==> src/sv/tsr_pkg.sv <==
package tsr_pkg;

   localparam int LETTER_W = 5;

   // Search modes of the word being matched.
   localparam logic [1:0] MODE_FOLLOW  = 2'd0;
   localparam logic [1:0] MODE_MATCHED = 2'd1;
   localparam logic [1:0] MODE_BROKEN  = 2'd2;

   localparam logic KIND_LETTER = 1'b0;
   localparam logic KIND_INSERT = 1'b1;

   localparam logic STATUS_STORED = 1'b0;
   localparam logic STATUS_FULL   = 1'b1;

   typedef struct packed {
      logic                kind;
      logic [LETTER_W-1:0] out_letter;
      logic                word_end;
      logic                status;
   } rsp_type;

endpackage

==> src/sv/tsr_rsp_buf.sv <==
module tsr_rsp_buf (
   input  logic            clock,
   input  logic            reset,
   input  logic            push,
   input  tsr_pkg::rsp_type push_data,
   output logic            full,
   output logic            rsp_valid,
   input  logic            rsp_stall,
   output tsr_pkg::rsp_type head
);
   import tsr_pkg::*;

   rsp_type    slot0_ff, slot0_in;
   rsp_type    slot1_ff, slot1_in;
   logic [1:0] cnt_ff, cnt_in;
   logic       pop;

   assign rsp_valid = (cnt_ff != 2'd0);
   assign pop       = rsp_valid && !rsp_stall;
   assign full      = (cnt_ff == 2'd2);
   assign head      = slot0_ff;

   always_comb begin
      slot0_in = slot0_ff;
      slot1_in = slot1_ff;
      cnt_in   = cnt_ff;
      if (push && !pop) begin
         if (cnt_ff == 2'd0) begin
            slot0_in = push_data;
         end else begin
            slot1_in = push_data;
         end
         cnt_in = cnt_ff + 2'd1;
      end else if (pop && !push) begin
         slot0_in = slot1_ff;
         cnt_in   = cnt_ff - 2'd1;
      end else if (pop && push) begin
         // The head leaves while a new transfer arrives behind it.
         if (cnt_ff == 2'd1) begin
            slot0_in = push_data;
         end else begin
            slot0_in = slot1_ff;
            slot1_in = push_data;
         end
      end
   end

   always_ff @(posedge clock) begin
      slot0_ff <= slot0_in;
      slot1_ff <= slot1_in;
      if (reset) begin
         cnt_ff <= 2'd0;
      end else begin
         cnt_ff <= cnt_in;
      end
   end

`ifndef NO_ASSERTIONS
   a_cnt_range: assert property (@(posedge clock) disable iff (reset)
      cnt_ff != 2'd3)
      else $error("result buffer count out of range");

   a_no_overrun: assert property (@(posedge clock) disable iff (reset)
      push |-> !(full && !pop))
      else $error("result pushed into a full buffer");

   a_second_slot: assert property (@(posedge clock) disable iff (reset)
      (cnt_ff == 2'd1 && push && !pop) |=> (cnt_ff == 2'd2 && slot1_ff == $past(push_data)))
      else $error("queued result not held behind the head");
`endif

endmodule

==> config.mk <==
export PLATFORM = sky130hd
export DESIGN_NAME = tsr_rsp_buf
export DESIGN_NICKNAME = d
export VERILOG_FILES = /design/src/sv/tsr_pkg.sv /design/src/sv/tsr_rsp_buf.sv
export SDC_FILE = /design/constraint.sdc
export NUM_CORES = 1
export LEC_CHECK = 0
export ABC_CLOCK_PERIOD_IN_PS = 2900
export BUFFER_PORTS_ARGS = -buffer_cell sky130_fd_sc_hd__buf_2
export CAP_MARGIN = 20
export CORE_ASPECT_RATIO = 0.8
export CORE_MARGIN = 1
export CORE_UTILIZATION = 35
export CTS_BUF_LIST = sky130_fd_sc_hd__clkbuf_16
export CTS_CLUSTER_DIAMETER = 30
export DETAILED_ROUTE_END_ITERATION = 6
export GPL_ROUTABILITY_DRIVEN = 0
export MAX_ROUTING_LAYER = met4
export PLACE_DENSITY = 0.63
export SKIP_LAST_GASP = 1
export SLEW_MARGIN = 5
export SYNTH_ARGS = -nofsm -noshare
export SYNTH_HDL_FRONTEND = slang
export SYNTH_SLANG_ARGS = --single-unit
export TNS_END_PERCENT = 30
==> constraint.sdc <==
create_clock -name clock -period 2.9 [get_ports clock]
set_input_delay 0.435 -clock clock [delete_from_list [all_inputs] [get_ports clock]]
set_output_delay 0.435 -clock clock [all_outputs]
set_load 0.005 [all_outputs]
==> insert_results.sql <==
INSERT INTO impl_metrics (metric_group, metric, value, unit) VALUES
('synth', 'post_synth.cell_area_avg', '16.0', 'um2'),
('setup_path', 'worstPathMaxFanout', '8', ''),
('setup_path', 'worstPathRequired', '2.78', 'ns'),
('global_route', 'initial_antenna_violation_count', '0', ''),
('synth', 'yosys_warnings', '0', ''),
('cts', 'post-cts-setup-buffers', '0', ''),
('power', 'post-layout-total-power', '0.767', 'mW'),
('die', 'core_region_area', '1980', 'um2'),
('cts', 'cts_htree_levels', '1', ''),
('min_path', 'hold_path_class', 'input pin to flip-flop', ''),
('finish', 'drive_gt1_frac', '0.493', ''),
('detailed_routing', 'avgViaCountPerCell', '4.87', ''),
('die', 'fp.dieH', '43.9', 'um'),
('setup_path', 'critPathCaptureType', 'flip-flop', ''),
('timing', 'final.setup.tns', '0', 'ns'),
('place', 'place_inst', '95', ''),
('die', 'floorplan.io_pins', '22', ''),
('synth', 'synth.top_cell.area_share', '0.625', ''),
('job', 'max_cap_violations', '0', ''),
('timing', 'finalClockSkew', '0.00104', 'ns'),
('detailed_routing', 'vias', '482', ''),
('cts', 'clock_sink_count', '18', ''),
('setup_path', 'worstReg2RegStart', 'cnt_ff[0]', ''),
('cts', 'cts_bufs_inserted', '3', ''),
('synth', 'ys_top_cells_by_count', 'sky130_fd_sc_hd__edfxtp_1 (16), sky130_fd_sc_hd__mux2_2 (8), sky130_fd_sc_hd__inv_1 (5)', ''),
('synth', 'post_synth_num_cell_types', '19', ''),
('cts', 'post_cts_resized', '0', ''),
('timing', 'max-slew-margin-rel', '0.465', ''),
('detailed_routing', 'totalWireLength', '1350', 'um'),
('timing', 'timing.final.hold_violations', '0', ''),
('synth', 'yosysMostFrequentCell', 'sky130_fd_sc_hd__edfxtp_1', ''),
('timing', 'timing.fmax', '0.524', 'GHz'),
('cts', 'clkLatencyLatePin', '0.25', 'ns'),
('finish', 'final-instance-count-excl-fill', '99', ''),
('setup_path', 'crit_path_start', 'cnt_ff[0]', ''),
('synth', 'sequential_share_of_the_synthesized_area', '0.678', ''),
('die', 'die_x', '54.4', 'um'),
('cts', 'ctsLongestPathBuffers', '2', ''),
('cts', 'cts_root_buffer_type', 'sky130_fd_sc_hd__clkbuf_16', ''),
('cts', 'postCtsHoldBufs', '0', ''),
('status', 'run_status', 'finished, final reports clean', ''),
('finish', 'synthToLayoutAreaGrowth', '29.8', '%'),
('cts', 'tritoncts', 'yes', ''),
('timing', 'period_share', '0.658', ''),
('finish', 'nets', '91', ''),
('min_path', 'hold_path.startpoint', 'push_data[0]', ''),
('global_route', 'grtUsageTotal', '0.153', ''),
('detailed_routing', 'route.layer.met1.wl', '614', 'um'),
('die', 'standard_cell_rows', '14', ''),
('detailed_routing', 'routed-wl-met3', '111', 'um'),
('global_route', 'gr-total-overflow', '0', ''),
('power', 'irDropWorstVdd', '0.000448', 'V'),
('synth', 'ys_top_cells_by_area', 'sky130_fd_sc_hd__edfxtp_1 (63%), sky130_fd_sc_hd__mux2_2 (12%), sky130_fd_sc_hd__dfxtp_1 (5.2%), sky130_fd_sc_hd__ha_1 (4.9%), sky130_fd_sc_hd__inv_1 (2.4%)', ''),
('synth', 'synth-main-ff-cell', 'sky130_fd_sc_hd__edfxtp_1', ''),
('synth', 'synthCells', '48', ''),
('detailed_routing', 'detail_route.iter0.violations', '7', ''),
('setup_path', 'worstSetupPathType', 'flip-flop to flip-flop', ''),
('detailed_routing', 'drt_pass_1_iters', '6', ''),
('finish', 'fill_cells', '182', ''),
('detailed_routing', 'drt.antenna.violating_nets', '0', ''),
('timing', 'max_slew_violation_count', '0', ''),
('place', 'buffer_ports.inserted', '21', ''),
('detailed_routing', 'detail_route.drc_violations', '0', ''),
('power', 'power.density_cell_area', '769', 'nW/um2'),
('synth', 'count_of_flip_flops_with_a_built_in_enable_after_synthesis', '16', ''),
('synth', 'synth-seq-cells', '18', ''),
('global_route', 'grt_start_max_net_pins', '11', ''),
('cts', 'clk_pin_slew', '0.05', 'ns'),
('detailed_routing', 'route.top_layer_used', 'met4', ''),
('synth', 'mappedNetlistArea', '768', 'um2'),
('finish', 'n_antenna_cell', '0', '');
## registers in the layout (all words and copies together), names as in the netlist
name and cells:
head 8, slot1_ff 8, cnt_ff 2
## cell usage in the layout (no fill, tap or decap)
cell type and instances:
sky130_fd_sc_hd__o21ai_0 1, sky130_fd_sc_hd__nand2_2 1, sky130_fd_sc_hd__a211oi_1 1, sky130_fd_sc_hd__inv_1 5
sky130_fd_sc_hd__edfxtp_1 16, sky130_fd_sc_hd__nand2_1 1, sky130_fd_sc_hd__nand3_1 1, sky130_fd_sc_hd__clkbuf_16 3
sky130_fd_sc_hd__buf_4 2, sky130_fd_sc_hd__or4_1 1, sky130_fd_sc_hd__mux2_2 8, sky130_fd_sc_hd__a31oi_1 1
sky130_fd_sc_hd__a31o_1 1, sky130_fd_sc_hd__mux2i_1 1, sky130_fd_sc_hd__buf_2 21, sky130_fd_sc_hd__dfxtp_1 2
sky130_fd_sc_hd__ha_1 3, sky130_fd_sc_hd__o211ai_1 1, sky130_fd_sc_hd__nor2_1 1, sky130_fd_sc_hd__o22ai_1 1
sky130_fd_sc_hd__a211oi_2 1, sky130_fd_sc_hd__clkinv_1 1, sky130_fd_sc_hd__or3_4 1
## worst max-delay path: stages, from the launching register on
cell	delay [ns]
sky130_fd_sc_hd__dfxtp_1	0.38
sky130_fd_sc_hd__inv_1	0.09
sky130_fd_sc_hd__ha_1	0.28
sky130_fd_sc_hd__inv_1	0.12
sky130_fd_sc_hd__mux2i_1	0.67
## kinds of logic (layout without fill, tap and decap cells)
| kind of cell | Yosys count | in the layout | synth area share |
|---|---|---|---|
| flip-flops | 18 | 18 | 0.678 |
| multiplexers | 9 | 9 | 0.130 |
| AO/OA/AOI/OAI | 7 | 7 | 0.0700 |
| AND/OR/NAND/NOR | 6 | 6 | 0.0489 |
| buffers and inverters | 5 | 32 | 0.0244 |
| adder cells (fa/ha/maj) | 3 | 3 | 0.0489 |
## stage by stage
step                      setup slack (ns)  utilization  hold slack, ns  instance area [um2]
after floorplan                       1.15            -           0.474                  768
after global placement                1.10        0.464           0.506                  918
final                                0.992        0.504           0.375                  997
after CTS                            0.987        0.504           0.369                  997
after global routing                 0.793        0.504           0.372                  997
after detailed placement              1.00        0.464           0.517                  918
## worst paths after layout
path,end,slack [ns],depth (start not counted)
worst max-delay path,head[5],0.99,4
worst min register to register,cnt_ff[1],0.52,2
worst max register to register,head[5],0.99,4
worst min-delay path,slot1_ff[0],0.37,1
## layer usage
| metal | track usage | vias up |
|---|---|---|
| li1 | - | 241 |
| met1 | 0.182 | 215 |
| met3 | 0.0596 | 2 |
| met4 | 0.123 | 0 |
| met2 | 0.200 | 24 |
| met5 | - | - |
## final cells by class
cell class / instances / area (um2) / share of cell area
tap: 24 / 30.0 / 0.0301
multi-input combinational: 25 / 229 / 0.230
clock inverter: 1 / 3.75 / 0.00376
inverter: 5 / 18.8 / 0.0188
timing repair buffer: 23 / 120 / 0.120
sequential: 18 / 520 / 0.522
clock buffer: 3 / 75.1 / 0.0753
## report_power, final
group	switching [mW]	internal [mW]	total, mW	leakage (nW)
sequential	0.0121	0.334	0.346	0.168
combinational	0.0766	0.0728	0.149	0.195
clock	0.0885	0.183	0.272	0.0385
total	0.177	0.589	0.767	0.402
Note: power is estimated with default switching activity, not from simulation.
